<file path="config.mk">
export PLATFORM = sky130hd
export DESIGN_NAME = hamming_secded_codec_top
export DESIGN_NICKNAME = d
export VERILOG_FILES = /design/src/hdl/hsc_pkg.sv /design/src/hdl/hsc_core.sv /design/src/hdl/hamming_secded_codec_top.sv
export SDC_FILE = /design/constraint.sdc
export NUM_CORES = 1
export LEC_CHECK = 0
export CAP_MARGIN = 20
export CELL_PAD_IN_SITES_DETAIL_PLACEMENT = 1
export CELL_PAD_IN_SITES_GLOBAL_PLACEMENT = 1
export CORE_MARGIN = 4
export CORE_UTILIZATION = 35
export DETAILED_ROUTE_END_ITERATION = 8
export DONT_BUFFER_PORTS = 1
export PLACE_DENSITY_LB_ADDON = 0.1
export SLEW_MARGIN = 0
export SYNTH_ARGS = -nofsm -noshare
export SYNTH_HDL_FRONTEND = slang
export SYNTH_SLANG_ARGS = --single-unit
export TNS_END_PERCENT = 100
</file>
<file path="constraint.sdc">
create_clock -name clk -period 12.8 [get_ports clk]
set_input_delay 1.28 -clock clk [delete_from_list [all_inputs] [get_ports clk]]
set_output_delay 1.28 -clock clk [all_outputs]
set_load 0.03 [all_outputs]
</file>
<file path="src/hdl/hsc_pkg.sv">
// Shared types, codes and constant functions for the SEC-DED Hamming codec.
// Used by hsc_core, hamming_secded_codec_top, hsc_checker and the testbench; depends on nothing else.

package hsc_pkg;

    // Field widths
    localparam int DATA_W   = 57;
    localparam int CODE_W   = 64;
    localparam int SYN_W    = 6;
    localparam int STATUS_W = 2;
    localparam int K_W      = 6;
    localparam int R_W      = 3;
    localparam int CFG_IDX_W = 1;

    // Operation codes
    localparam logic ACT_ENCODE = 1'b0;
    localparam logic ACT_DECODE = 1'b1;

    // Result status codes
    localparam logic [STATUS_W-1:0] ST_NONE      = 2'd0;
    localparam logic [STATUS_W-1:0] ST_CORRECTED = 2'd1;
    localparam logic [STATUS_W-1:0] ST_PARITY    = 2'd2;
    localparam logic [STATUS_W-1:0] ST_UNCORR    = 2'd3;

    // Configuration register indexes
    localparam logic [CFG_IDX_W-1:0] REG_DATA_BITS  = 1'b0;
    localparam logic [CFG_IDX_W-1:0] REG_EXT_PARITY = 1'b1;

    // Reset values of the configuration registers
    localparam logic [K_W-1:0] DATA_BITS_RST = 6'd57;
    localparam logic           EXT_PARITY_RST = 1'b1;

    // Code geometry handed to the datapath
    typedef struct packed {
        logic [K_W-1:0] k;    // information bits in use, 1..57
        logic [K_W-1:0] n;    // code length without the overall parity bit
        logic           ext;  // overall parity bit present
    } code_cfg_t;

    // Check-bit count for k information bits
    function automatic logic [R_W-1:0] check_count(input logic [K_W-1:0] k);
        logic [R_W-1:0] r;
        if (k <= 6'd1)       r = 3'd2;
        else if (k <= 6'd4)  r = 3'd3;
        else if (k <= 6'd11) r = 3'd4;
        else if (k <= 6'd26) r = 3'd5;
        else                 r = 3'd6;
        return r;
    endfunction

    // Codeword bit that carries information bit j (skips power-of-two positions)
    function automatic logic [SYN_W-1:0] data_pos(input int unsigned j);
        int unsigned p;
        int unsigned cnt;
        logic [SYN_W-1:0] res;
        cnt = 0;
        res = '0;
        for (p = 1; p < CODE_W; p++) begin
            if ((p & (p - 1)) != 0) begin
                if (cnt == j) res = SYN_W'(p - 1);
                cnt++;
            end
        end
        return res;
    endfunction

    // Codeword bits (positions 1..63) whose position has syndrome bit b set
    function automatic logic [CODE_W-2:0] syn_sel(input int unsigned b);
        logic [CODE_W-2:0] sel;
        int unsigned p;
        sel = '0;
        for (p = 1; p < CODE_W; p++) begin
            sel[p - 1] = ((p >> b) & 1) != 0;
        end
        return sel;
    endfunction

endpackage

</file>
<file path="src/hdl/hsc_core.sv">
// Combinational encode / check-and-correct datapath of the SEC-DED codec.
// Depends on hsc_pkg for widths, codes and the position tables.

module hsc_core
(
    input  hsc_pkg::code_cfg_t                cfg,
    input  logic                              action,
    input  logic [hsc_pkg::DATA_W-1:0]        data_word,
    input  logic [hsc_pkg::CODE_W-1:0]        received_word,
    output logic [hsc_pkg::CODE_W-1:0]        codeword,
    output logic [hsc_pkg::SYN_W-1:0]         syndrome,
    output logic [hsc_pkg::STATUS_W-1:0]      status
);

    logic [hsc_pkg::DATA_W-1:0] dmask;
    logic [hsc_pkg::DATA_W-1:0] dat;
    logic [hsc_pkg::CODE_W-1:0] nmask;
    logic [hsc_pkg::CODE_W-1:0] lmask;
    logic [hsc_pkg::CODE_W-1:0] bit_n;
    logic [hsc_pkg::SYN_W:0]    len;
    logic [hsc_pkg::CODE_W-1:0] scat;
    logic [hsc_pkg::CODE_W-1:0] chk;
    logic [hsc_pkg::CODE_W-1:0] enc_w;
    logic [hsc_pkg::SYN_W-1:0]  syn_e;
    logic [hsc_pkg::CODE_W-1:0] dec_w;
    logic [hsc_pkg::CODE_W-1:0] dec_n;
    logic [hsc_pkg::CODE_W-1:0] fixed_w;
    logic [hsc_pkg::SYN_W-1:0]  syn_d;
    logic                       par;
    logic [hsc_pkg::STATUS_W-1:0] st_d;

    // Length masks: k data bits, n code bits, n(+1) transmitted bits
    assign len   = {1'b0, cfg.n} + {{hsc_pkg::SYN_W{1'b0}}, cfg.ext};
    assign dmask = (hsc_pkg::DATA_W'(1) << cfg.k) - hsc_pkg::DATA_W'(1);
    assign nmask = (hsc_pkg::CODE_W'(1) << cfg.n) - hsc_pkg::CODE_W'(1);
    assign lmask = (hsc_pkg::CODE_W'(1) << len) - hsc_pkg::CODE_W'(1);
    assign bit_n = hsc_pkg::CODE_W'(1) << cfg.n;
    assign dat   = data_word & dmask;

    // Encode: scatter data, XOR-tree syndrome gives check bits, then parity
    always_comb
    begin
        scat = '0;
        for (int j = 0; j < hsc_pkg::DATA_W; j++)
        begin
            scat[hsc_pkg::data_pos(j)] = dat[j];
        end
        for (int b = 0; b < hsc_pkg::SYN_W; b++)
        begin
            syn_e[b] = ^(scat[hsc_pkg::CODE_W-2:0] & hsc_pkg::syn_sel(b));
        end
        chk = '0;
        for (int i = 0; i < hsc_pkg::SYN_W; i++)
        begin
            chk[hsc_pkg::SYN_W'((32'd1 << i) - 32'd1)] = syn_e[i];
        end
        enc_w = scat | chk;
        if (cfg.ext && (^enc_w))
        begin
            enc_w = enc_w | bit_n;
        end
    end

    // Decode: syndrome over n bits, overall parity over n+1 bits
    always_comb
    begin
        dec_w = received_word & lmask;
        dec_n = dec_w & nmask;
        for (int b = 0; b < hsc_pkg::SYN_W; b++)
        begin
            syn_d[b] = ^(dec_n[hsc_pkg::CODE_W-2:0] & hsc_pkg::syn_sel(b));
        end
        par = cfg.ext ? (^dec_w) : 1'b1;
    end

    // Correction and status
    always_comb
    begin
        fixed_w = dec_w;
        st_d    = hsc_pkg::ST_NONE;
        if (syn_d == '0)
        begin
            if (cfg.ext && par)
            begin
                fixed_w = dec_w ^ bit_n;
                st_d    = hsc_pkg::ST_PARITY;
            end
        end
        else if (cfg.ext && !par)
        begin
            st_d = hsc_pkg::ST_UNCORR;        // double error
        end
        else if (syn_d > cfg.n)
        begin
            st_d = hsc_pkg::ST_UNCORR;        // points past the code
        end
        else
        begin
            fixed_w = dec_w ^ (hsc_pkg::CODE_W'(1) << (syn_d - hsc_pkg::SYN_W'(1)));
            st_d    = hsc_pkg::ST_CORRECTED;
        end
    end

    // Result select
    always_comb
    begin
        if (action == hsc_pkg::ACT_DECODE)
        begin
            codeword = fixed_w & lmask;
            syndrome = syn_d;
            status   = st_d;
        end
        else
        begin
            codeword = enc_w & lmask;
            syndrome = '0;
            status   = hsc_pkg::ST_NONE;
        end
    end

endmodule

</file>
<file path="src/hdl/hamming_secded_codec_top.sv">
// Top level of the SEC-DED Hamming codec: config registers, input and result registers.
// Depends on hsc_pkg and hsc_core.
//
// Usage:
//   Input channel (in_valid / in_stall) carries one beat per word: action selects
//   encode (data_word) or decode (received_word). Output channel (out_valid /
//   out_stall) returns one beat per input beat, in order: codeword, syndrome, status.
//   A beat taken into the input register passes the XOR-tree datapath and lands in the
//   result register once that register is free, where out_valid shows it. Throughput
//   is one word per cycle while the receiver does not stall; the single-pass XOR logic
//   between the two registers sets that figure.
//   When the receiver stalls, the result register holds its beat and the input
//   register still takes one more beat; in_stall rises only when both are full.
//   Config port: cfg_we with cfg_index 0 writes data_bits (6 bits), index 1 writes
//   extended_parity (cfg_data bit 0). Write only while no beat is in flight.
//   data_bits of 0 acts as 1; above MAX_DATA_BITS acts as MAX_DATA_BITS.
//   Reset empties both registers and sets data_bits = 57, extended_parity = 1.

module hamming_secded_codec_top
#(
    parameter int MAX_DATA_BITS = 57
)
(
    input  logic                                clk,
    input  logic                                rst_n,
    // configuration
    input  logic                                cfg_we,
    input  logic [hsc_pkg::CFG_IDX_W-1:0]       cfg_index,
    input  logic [hsc_pkg::K_W-1:0]             cfg_data,
    // input channel
    input  logic                                in_valid,
    output logic                                in_stall,
    input  logic                                action,
    input  logic [MAX_DATA_BITS-1:0]            data_word,
    input  logic [hsc_pkg::CODE_W-1:0]          received_word,
    // output channel
    output logic                                out_valid,
    input  logic                                out_stall,
    output logic [hsc_pkg::CODE_W-1:0]          codeword,
    output logic [hsc_pkg::SYN_W-1:0]           syndrome,
    output logic [hsc_pkg::STATUS_W-1:0]        status
);

    logic [hsc_pkg::K_W-1:0]      data_bits_reg;
    logic                         ext_parity_reg;
    logic                         s1_valid_reg;
    logic                         s1_action_reg;
    logic [hsc_pkg::DATA_W-1:0]   s1_data_reg;
    logic [hsc_pkg::CODE_W-1:0]   s1_recv_reg;
    logic                         out_valid_reg;
    logic [hsc_pkg::CODE_W-1:0]   codeword_reg;
    logic [hsc_pkg::SYN_W-1:0]    syndrome_reg;
    logic [hsc_pkg::STATUS_W-1:0] status_reg;
    logic [hsc_pkg::CODE_W-1:0]   codeword_next;
    logic [hsc_pkg::SYN_W-1:0]    syndrome_next;
    logic [hsc_pkg::STATUS_W-1:0] status_next;
    logic [hsc_pkg::K_W-1:0]      k_eff;
    hsc_pkg::code_cfg_t           code_cfg;
    logic                         out_open;
    logic                         s1_move;
    logic                         in_take;

    // Configuration registers
    always_ff @(posedge clk or negedge rst_n)
    begin
        if (!rst_n)
        begin
            data_bits_reg  <= hsc_pkg::DATA_BITS_RST;
            ext_parity_reg <= hsc_pkg::EXT_PARITY_RST;
        end
        else if (cfg_we)
        begin
            if (cfg_index == hsc_pkg::REG_DATA_BITS)
            begin
                data_bits_reg <= cfg_data;
            end
            if (cfg_index == hsc_pkg::REG_EXT_PARITY)
            begin
                ext_parity_reg <= cfg_data[0];
            end
        end
    end

    // Effective code geometry
    always_comb
    begin
        if (data_bits_reg == '0)
            k_eff = hsc_pkg::K_W'(1);
        else if (data_bits_reg > hsc_pkg::K_W'(MAX_DATA_BITS))
            k_eff = hsc_pkg::K_W'(MAX_DATA_BITS);
        else
            k_eff = data_bits_reg;
        code_cfg.k   = k_eff;
        code_cfg.n   = k_eff + hsc_pkg::K_W'(hsc_pkg::check_count(k_eff));
        code_cfg.ext = ext_parity_reg;
    end

    // Handshake: result register frees when empty or taken
    assign out_open = !out_valid_reg || !out_stall;
    assign s1_move  = s1_valid_reg && out_open;
    assign in_stall = s1_valid_reg && !out_open;
    assign in_take  = in_valid && !in_stall;

    // Valid bits
    always_ff @(posedge clk or negedge rst_n)
    begin
        if (!rst_n)
        begin
            s1_valid_reg  <= 1'b0;
            out_valid_reg <= 1'b0;
        end
        else
        begin
            if (in_take || s1_move)
                s1_valid_reg <= in_take;
            if (out_open)
                out_valid_reg <= s1_valid_reg;
        end
    end

    // Input register payload
    always_ff @(posedge clk)
    begin
        if (in_take)
        begin
            s1_action_reg <= action;
            s1_data_reg   <= hsc_pkg::DATA_W'(data_word);
            s1_recv_reg   <= received_word;
        end
    end

    hsc_core u_core
    (
        .cfg           (code_cfg),
        .action        (s1_action_reg),
        .data_word     (s1_data_reg),
        .received_word (s1_recv_reg),
        .codeword      (codeword_next),
        .syndrome      (syndrome_next),
        .status        (status_next)
    );

    // Result register payload
    always_ff @(posedge clk)
    begin
        if (s1_move)
        begin
            codeword_reg <= codeword_next;
            syndrome_reg <= syndrome_next;
            status_reg   <= status_next;
        end
    end

    assign out_valid = out_valid_reg;
    assign codeword  = codeword_reg;
    assign syndrome  = syndrome_reg;
    assign status    = status_reg;

    // Checks
    a_stall_full: assert property (@(posedge clk) disable iff (!rst_n)
        in_stall |-> (s1_valid_reg && out_valid_reg))
        else $error("input stalled while a register is free");

    a_hold_both: assert property (@(posedge clk) disable iff (!rst_n)
        (s1_valid_reg && out_valid_reg && out_stall) |=> (s1_valid_reg && out_valid_reg))
        else $error("beat lost during output stall");

    a_none_zero_syn: assert property (@(posedge clk) disable iff (!rst_n)
        (out_valid_reg && (status_reg == hsc_pkg::ST_NONE)) |-> (syndrome_reg == '0))
        else $error("clean status with nonzero syndrome");

    a_parity_err: assert property (@(posedge clk) disable iff (!rst_n)
        (out_valid_reg && (status_reg == hsc_pkg::ST_PARITY))
            |-> ((syndrome_reg == '0) && ext_parity_reg))
        else $error("parity-bit error reported without overall parity");

endmodule

</file>
# Yosys cells after proc, flatten, opt, wreduce, memory -nomap -nowiden

Cells that the tools add are included.
Widths: inputs -> output; s select.

Flip-flop bits (word level): 203
Bits in latches: 0
Memory bits (writable): 0
Bits in read-only memories: 0
Input port bits: 134
Output and inout port bits: 74
Word-level logic and storage cells: 84
Memories: 0

Add/subtract/negate cells: 6
Multiply operators: 0
Divide/modulo/power cells: 0
Order comparisons: 6
Equality and inequality tests: 0
Shift-type cells: 4
Multiplexer cells: 17
Bitwise logic cells: 10
Reductions and logical operators: 31

Operator list:

| cell                  | number |
|---|---|
| $reduce_xor 63->1     | 12 |
| $mux 64               | 6 |
| $and 64x64->64        | 3 |
| $reduce_xor 64->1     | 2 |
| $shl 1x6->64 const A  | 2 |
| $xor 64x64->64        | 2 |
| $or 63x64->64         | 1 |
| $shl 1x7->64 const A  | 1 |
| $sub 64x2->64 const B | 1 |
| $and 63x63->63        | 1 |
| $or 63x32->63         | 1 |
| $sub 63x2->63 const B | 1 |
| $and 57x57->57        | 1 |
| $shl 1x6->57 const A  | 1 |
| $sub 57x2->57 const B | 1 |
| $logic_not 6->1       | 2 |
| $mux 2                | 6 |
| $mux 6                | 2 |
| $add 6x1->7           | 1 |
| $add 6x3->6           | 1 |
| $gt 6x6->1            | 1 |
| $gt 6x6->1 const B    | 1 |
| $le 6x1->1 const B    | 1 |
| $le 6x3->1 const B    | 1 |
| other kinds (10)      | 22 |

# Depth between registers and ports, before layout

Gate-level depths: netlist of run 1.

Word-level depth: 23
Gate-level depth with buffers: 51
Gate-level depth less buffers: 43

# Cells and area by module

Synthesis of run 1 repeated with hierarchy kept, for this count alone.

Cells, all modules: 2179
Area, all modules: 19062.0 sq um

Modules (own cells, without submodules):

| module                   | instances | cells an instance | area each (sq um) | seq. area each (sq um) |
|---|---|---|---|---|
| hsc_core                 | 1         | 1915              | 12567.1           | 0.0 |
| hamming_secded_codec_top | 1         | 264               | 6495.0            | 6057.1 |

# Worst setup path after synthesis of run 1

Ideal clock, no wire load.

Path kind: register to register
Start: reg data_bits_reg[4] (netlist name)
End: reg codeword_reg (netlist bit codeword[49]) (data pin)
Library setup time: 0.207 ns
Arrival time: 10.154 ns
Data required time: 12.593 ns
Path slack: 2.439 ns
Stages on the path, launching flop included: 49
Clock period less this slack: 10.361 ns
Path through: dfstp_2 buf_6 buf_2 buf_1 buf_1 clkbuf_1 a21oi_1 o22a_1 a21oi_1 ha_1 inv_1 fa_1 inv_1 clkbuf_1 ha_1 clkbuf_1 inv_1 nor2_1 [13 not listed] xnor2_1 xnor2_1 xnor3_1 xnor2_1 ha_1 nor2b_1 o21ai_0 nand2b_1 a21oi_1 nor2b_1 o21ai_0 a32oi_1 inv_1 o211ai_1 nor2_1 a22oi_1 xor2_1 a2111oi_0

Word-level cells in the longest chain between the ends: 23
Elaborated cells on any way between the ends: 58
Those cells by class: add/sub: 6; order compare: 6; shift: 4; mux: 13; bitwise: 9; reduce/logical: 20

Ends and longest elaborated chain:

| what                       | line                            | RTL |
|---|---|---|
| from (decl)                | hamming_secded_codec_top.sv:44  | `logic [hsc_pkg::K_W-1:0] data_bits_reg;` |
| from (signal assigned)     | hamming_secded_codec_top.sv:68  | `data_bits_reg <= hsc_pkg::DATA_BITS_RST;` |
| from (signal assigned)     | hamming_secded_codec_top.sv:75  | `data_bits_reg <= cfg_data;` |
| $gt 6x6->1                 | hamming_secded_codec_top.sv:89  | `else if (data_bits_reg > hsc_pkg::K_W'(MAX_DATA_BITS))` |
| $mux 6                     | hamming_secded_codec_top.sv:89  |  |
| $mux 6 *                   | hamming_secded_codec_top.sv:87  | `if (data_bits_reg == '0)` |
| $le 6x5->1                 | hsc_pkg.sv:46                   | `else if (k <= 6'd26) r = 3'd5;` |
| $mux 2                     | hsc_pkg.sv:46                   |  |
| $mux 2                     | hsc_pkg.sv:45                   | `else if (k <= 6'd11) r = 3'd4;` |
| $mux 3                     | hsc_pkg.sv:44                   | `else if (k <= 6'd4) r = 3'd3;` |
| $mux 3                     | hsc_pkg.sv:43                   | `if (k <= 6'd1) r = 3'd2;` |
| [7 not listed]             | -                               |  |
| net u_core.syn_d, one bit  | hsc_core.sv:28                  | `logic [hsc_pkg::SYN_W-1:0] syn_d;` |
| [1 not listed]             | -                               |  |
| $shl 1x6->64               | hsc_core.sv:99                  | `fixed_w = dec_w ^ (hsc_pkg::CODE_W'(1) << (syn_d - hsc_pkg::SYN_W'(1)));` |
| $xor 64x64->64             | hsc_core.sv:99                  |  |
| $mux 64                    | hsc_core.sv:93                  | `else if (syn_d > cfg.n)` |
| $mux 64                    | hsc_core.sv:89                  | `else if (cfg.ext && !par)` |
| $mux 64 *                  | hsc_core.sv:81                  | `if (syn_d == '0)` |
| $and 64x64->64 *           | hsc_core.sv:109                 | `codeword = fixed_w & lmask;` |
| $mux 64 *                  | hsc_core.sv:107                 | `if (action == hsc_pkg::ACT_DECODE)` |
| net codeword_next, one bit | hamming_secded_codec_top.sv:54  | `logic [hsc_pkg::CODE_W-1:0] codeword_next;` |
| to (signal assigned)       | hamming_secded_codec_top.sv:148 | `codeword_reg <= codeword_next;` |
| to (decl)                  | hamming_secded_codec_top.sv:51  | `logic [hsc_pkg::CODE_W-1:0] codeword_reg;` |

The timed path passes the listed nets; every way through them passes the cells marked *.
A chain may end at the register's enable or synchronous reset.

# Worst setup path in the final report of run 1

Start: reg data_bits_reg[1] (netlist name)
End: reg codeword_reg (netlist bit codeword[49]) (data pin)

Word-level cells in the longest chain between the ends: 23
Elaborated cells on any way between the ends: 58
Those cells by class: add/sub: 6; order compare: 6; shift: 4; mux: 13; bitwise: 9; reduce/logical: 20

Ends and longest elaborated chain:

| what                       | line |
|---|---|
| $gt 6x6->1                 | hamming_secded_codec_top.sv:89 |
| $mux 6                     | hamming_secded_codec_top.sv:89 |
| $mux 6 *                   | hamming_secded_codec_top.sv:87 |
| $le 6x5->1                 | hsc_pkg.sv:46 |
| $mux 2                     | hsc_pkg.sv:46 |
| $mux 2                     | hsc_pkg.sv:45 |
| $mux 3                     | hsc_pkg.sv:44 |
| $mux 3                     | hsc_pkg.sv:43 |
| [8 not listed]             | - |
| $shl 1x6->64               | hsc_core.sv:99 |
| $xor 64x64->64             | hsc_core.sv:99 |
| $mux 64                    | hsc_core.sv:93 |
| $mux 64                    | hsc_core.sv:89 |
| $mux 64                    | hsc_core.sv:81 |
| $and 64x64->64             | hsc_core.sv:109 |
| $mux 64 *                  | hsc_core.sv:107 |
| net codeword_next, one bit | hamming_secded_codec_top.sv:54 |

Marks and branches as above.

==> flow_summary.ini, run 1 <==
[logic_synthesis]
synth.yosys.seq_area_share_pct = 33.5
yosysMostFrequentCell = nand2_1
syn_nets = 2159
synth_area_um2 = 18100
yosys-mux-area-fraction_pct = 1.54
synthFlopType = edfxtp_1
yosys.area_share.simple_pct = 19.1
yosysWarnings = 0
netlist.area_leader.share_pct = 32.3
yosys-top-cells-area = edfxtp_1 32%, xnor2_1 10%, xor2_1 5.0%
synth_top_family_by_area = compound AO/OA/AOI/OAI gates
synth_edf_count = 194
synthXorXnorAreaFrac_pct = 19.4
yosysTopAreaCell = edfxtp_1
avgSynthCellArea_um2 = 8.98
ys_ff_latch = 203
synth_compound_area_share_pct = 21.3
synth_top_cells_by_count = 215 x nand2_1, 209 x xnor2_1, 194 x edfxtp_1
synthAdderAreaFrac_pct = 1.08
synth-async-reset-ratio_pct = 4.43
syn-instance-count = 2010
synth_cell_type_count = 110

[die]
start_util_pct = 35.7
rows = 82
die_x_um = 235
pin_count = 208
die_y_um = 235
core-area_um2 = 50600
dieArea_um2 = 55300

[cts]
cts_made_buffers = 26
holdBufCountCts = 0
clock_latency_ps = 580
cts_setup_buffers = 0
clk_pin_slew_worst_paths_ps = 60
cts_resized = 0
cts-root-buf = clkbuf_16
cts_tree = yes
cts_htree_levels = 1
cts_buffer_depth = 3
cts.sinks = 203

[grt]
grt_pass1_wl_um = 143000
grt_max_degree = 138
overflow = 0
antenna_found_initial = 3
grt_pass1_vias = 17800
grt_usage_pct = 36.1

[timing]
finalCritPeriodShare_pct = 87.6
max_freq_mhz = 89.2
period_minus_slack_ps = 11210
worstMarginPinSlew_ps = 1290
skew_ps = 25.0
setup_viol = 0
tns_ps = 0
fin_ws_ps = 1590
hold_viol = 0
slew_headroom_pct = 13.8
drv_slew = 0
rsz0062_at_grt = no

[setup_path]
start_kind = flip-flop
cp.required_ps = 13010
critPathTopFamily = compound AO/OA/AOI/OAI gates
r2r_slack_ps = 1590
arrival_ps = 11420
critical_path_class = flip-flop to flip-flop
worst-path-stages = 37
worst-path-buf-inv = 4
r2r_cells = 37
cpPeakStageDelay_ps = 960
cp-end-kind = flip-flop
path_max_fanout = 20
crit_slowest_cell = a2111oi_0

[drt]
detailedRoute.firstIterationViolations = 2045
wl_um = 104000
route.detailed.drc = 0
antenna_left = 0
via_count = 17600
dr.pass1.iters = 5
wl_per_cell_um = 38.3
vias_per_cell = 6.49

[place]
port-buffer-count = 0
dp_hpwl_um = 83100
gp_congestion = 1.05
dp_slack_ps = 2100

[finish]
utilization_pct = 39.6
final-seq-area_um2 = 6060
multi_input_area_um2 = 11300
nNetsFinal = 2169
num_antenna_cells = 0
synthToLayoutAreaGrowth_pct = 10.9
drive_above_1_share_pct = 10.8
fill_cells = 5830

[min_path]
hold_path.class = primary input to asynchronous set/reset pin

[run]
max_cap_viol_count = 0

[status]
outcome = complete, no violations
==> logic make-up (layout without fill, tap and decap cells) <==
family | count (synthesis) | in the layout
muxes | 26 | 26
DFF | 203 | 203
and+or+nand+nor | 702 | 702
buffers and inverters | 170 | 200
adders and majority gates | 15 | 15
other | 1 | 1
AOI/OAI and AO/OA | 546 | 546
xor gates and xnor gates | 347 | 347
==> per-stage QoR <==
| stage | std cells | hold slack (ps) | instance area (µm²) |
|---|---|---|---|
| 2_1_floorplan | 2010 | 443 | 18100 |
| 3_5_place_dp | 2664 | 479 | 19200 |
| 5_1_grt | 2712 | 373 | 20000 |
| 3_3_place_gp | 2663 | 460 | 19200 |
| 6_report | 2712 | 398 | 20000 |
| 4_1_cts | 2712 | 367 | 20000 |
==> layout make-up <==
class / count / share of cell area (%)
clock buffers: 33 / 3.49
clock inverters: 15 / 0.556
inverters: 43 / 0.806
multi-input cells: 1637 / 56.5
flip-flops and latches: 203 / 30.3
well taps: 672 / 4.20
repair buffers: 109 / 4.14
==> worst paths after layout <==
check / to / start
setup / recovery: codeword[49] / data_bits_reg[1]
hold / removal: data_bits_reg[2] / rst_n
setup reg to reg: codeword[49] / data_bits_reg[1]
hold reg to reg: out_valid / s1_valid_reg
max in group asynchronous: data_bits_reg[4] / rst_n
min in group clk: out_valid / s1_valid_reg
==> cell usage in the layout, fill, tap and decap left out, types with 21 or more instances in the layout <==
| cell | Yosys | routed |
|---|---|---|
| nor2b_1 | 31 | 31 |
| clkbuf_16 | 0 | 27 |
| a22oi_1 | 34 | 34 |
| nand2b_1 | 25 | 25 |
| nor3_1 | 59 | 58 |
| nand2_1 | 215 | 215 |
| xor2_1 | 103 | 103 |
| o21ai_0 | 106 | 105 |
| xnor2_1 | 209 | 208 |
| nand3_1 | 75 | 75 |
| and3_1 | 21 | 21 |
| inv_1 | 39 | 39 |
| a21oi_1 | 113 | 112 |
| a221oi_1 | 24 | 24 |
| nor2_1 | 161 | 160 |
| edfxtp_1 | 194 | 194 |
| buf_4 | 4 | 107 |
| a211oi_1 | 64 | 63 |
| xnor3_1 | 31 | 31 |
==> per-layer routing <==
metal	wire, µm	vias up	GRT usage, %
met4	8180	6	21.4
met3	7810	290	6.65
met5	40	-	0
met1	40000	8828	44.3
met2	47700	1014	59.3
li1	-	7453	-
==> worst reg2reg max path, delay by kind of cell (launching register included) <==
family	cells	cell delay, ps
xor gates and xnor gates	5	1750
buffers and inverters	4	590
AOI/OAI and AO/OA	15	4490
DFF	1	460
adders and majority gates	4	1270
and+or+nand+nor	9	2270
Power of run 1 is left out: the tool's default activity adds up to more than one toggle a clock period on the data nets, which glitch-free logic cannot reach.
==> inputs of run 2 (changes only) <==
==> constraint.sdc (replaced) <==
create_clock -name clk -period 13.9 [get_ports clk]
set_input_delay 1.39 -clock clk [delete_from_list [all_inputs] [get_ports clk]]
set_output_delay 1.39 -clock clk [all_outputs]
set_load 0.03 [all_outputs]
==> run 2 against run 1 <==
Net effect: register-to-register slack worse by 900 ps; sequential cell count unchanged; worst setup slack worse by 900 ps; critical path depth is 3 higher; die area stayed put; clock skew shrank 7.9 ps.
==> flow_summary.ini, run 2 (synthesis gave the netlist of run 1 again) <==
[timing]
finalCritPeriodShare_pct = 95.0
max_freq_mhz = 75.7
period_minus_slack_ps = 13200
hold_viol = 0
slew_headroom_pct = 17.8
rsz0062_at_grt = no
setup_viol = 0
worstMarginPinSlew_ps = 1220
tns_ps = 0
skew_ps = 17.1
drv_slew = 0

[drt]
wl_um = 105000
detailedRoute.firstIterationViolations = 2139
antenna_left = 0
wl_per_cell_um = 39.3
dr.pass1.iters = 6
route.detailed.drc = 0
vias_per_cell = 6.51
via_count = 17400

[cts]
clk_pin_slew_worst_paths_ps = 70
cts_made_buffers = 25
holdBufCountCts = 0
cts.sinks = 203
clock_latency_ps = 560
cts_tree = yes
cts_setup_buffers = 0
cts_resized = 0
cts_htree_levels = 1
cts-root-buf = clkbuf_16
cts_buffer_depth = 3

[die]
die_y_um = 235
core-area_um2 = 50600
pin_count = 208
start_util_pct = 35.7
dieArea_um2 = 55300
rows = 82
die_x_um = 235

[setup_path]
critical_path_class = flip-flop to flip-flop
cp.required_ps = 14160
cpMostUsedCell = inv_1
start_kind = flip-flop
path_max_fanout = 25
crit_slowest_cell = dfstp_2
cpPeakStageDelay_ps = 800
cp-end-kind = flip-flop
arrival_ps = 13460

[finish]
drive_above_1_share_pct = 8.86
nNetsFinal = 2130
layout_commonest_cell = nand2_1
multi_input_area_um2 = 11300
layout_common_cells = 215 x nand2_1, 208 x xnor2_1, 194 x edfxtp_1
final-seq-area_um2 = 6060
synthToLayoutAreaGrowth_pct = 8.94
fill_cells = 5788

[place]
dp_hpwl_um = 84100
port-buffer-count = 0
gp_congestion = 1.03

[grt]
grt_pass1_wl_um = 143000
overflow = 0
grt_pass1_vias = 17200
grt_max_degree = 138
antenna_found_initial = 3
grt_usage_pct = 36.3

[min_path]
hold_path.class = flip-flop to flip-flop

[status]
outcome = complete, no violations

[run]
max_cap_viol_count = 0
## run 2: cell count changes in the layout (fill, tap and decap cells not counted), moves of 2 or more
cell / change
buf_4: -40
clkinv_2: -4
clkinv_1: +3
clkbuf_16: -2
clkinv_4: -2
nor2_1: -2
nor2_2: +2
## run 2: layout make-up
class                           count  area share, %
Antenna cell                        1         0.0127
Sequential cell                   203           30.8
Timing Repair Buffer               71           2.78
Multi-Input combinational cell   1637           57.6
Inverter                           43          0.821
Clock inverter                     13          0.477
Tap cell                          672           4.27
Clock buffer                       30           3.28
## run 2: worst paths after layout
kind / end / slack (ps) / from / depth (start not counted)
min in group asynchronous: out_valid / 520 / rst_n / 0
max in group asynchronous: data_bits_reg[5] / 13200 / rst_n / 0
max: codeword[13] / 700 / data_bits_reg[4] / 40
min reg2reg: out_valid / 500 / s1_valid_reg / 1
min: out_valid / 500 / s1_valid_reg / 1
max reg2reg: codeword[13] / 700 / data_bits_reg[4] / 40
## run 2: per-stage QoR
step | cells | area (µm²) | hold slack (ps) | setup slack (ps) | util [%]
after floorplan | 2010 | 18100 | 443 | 3540 | -
after global placement | 2623 | 18900 | 461 | 1280 | 37.4
after detailed placement | 2625 | 18900 | 476 | 1040 | 37.4
after CTS | 2668 | 19700 | 489 | 1020 | 38.9
after global routing | 2669 | 19700 | 493 | 88.1 | 38.9
final | 2670 | 19700 | 496 | 697 | 38.9
## run 2: metal layers
layer  global-route usage, %  wire length [µm]  vias to the layer above
met5                       0                10                        -
met4                    20.9              7860                        2
met3                    7.85              7920                      250
met2                    58.7             47800                      944
met1                    44.8             41300                     8782
li1                        -                 -                     7397
## run 2: worst max-delay path: cells and delay by family, from the launching register on
family	cells	cell delay, ps
compound gates	11	2860
simple gates	11	2850
xor+xnor	6	2440
fa+ha+maj	5	2010
buf+inv	7	1930
flops	1	800
Power of run 2 is left out for the same reason.
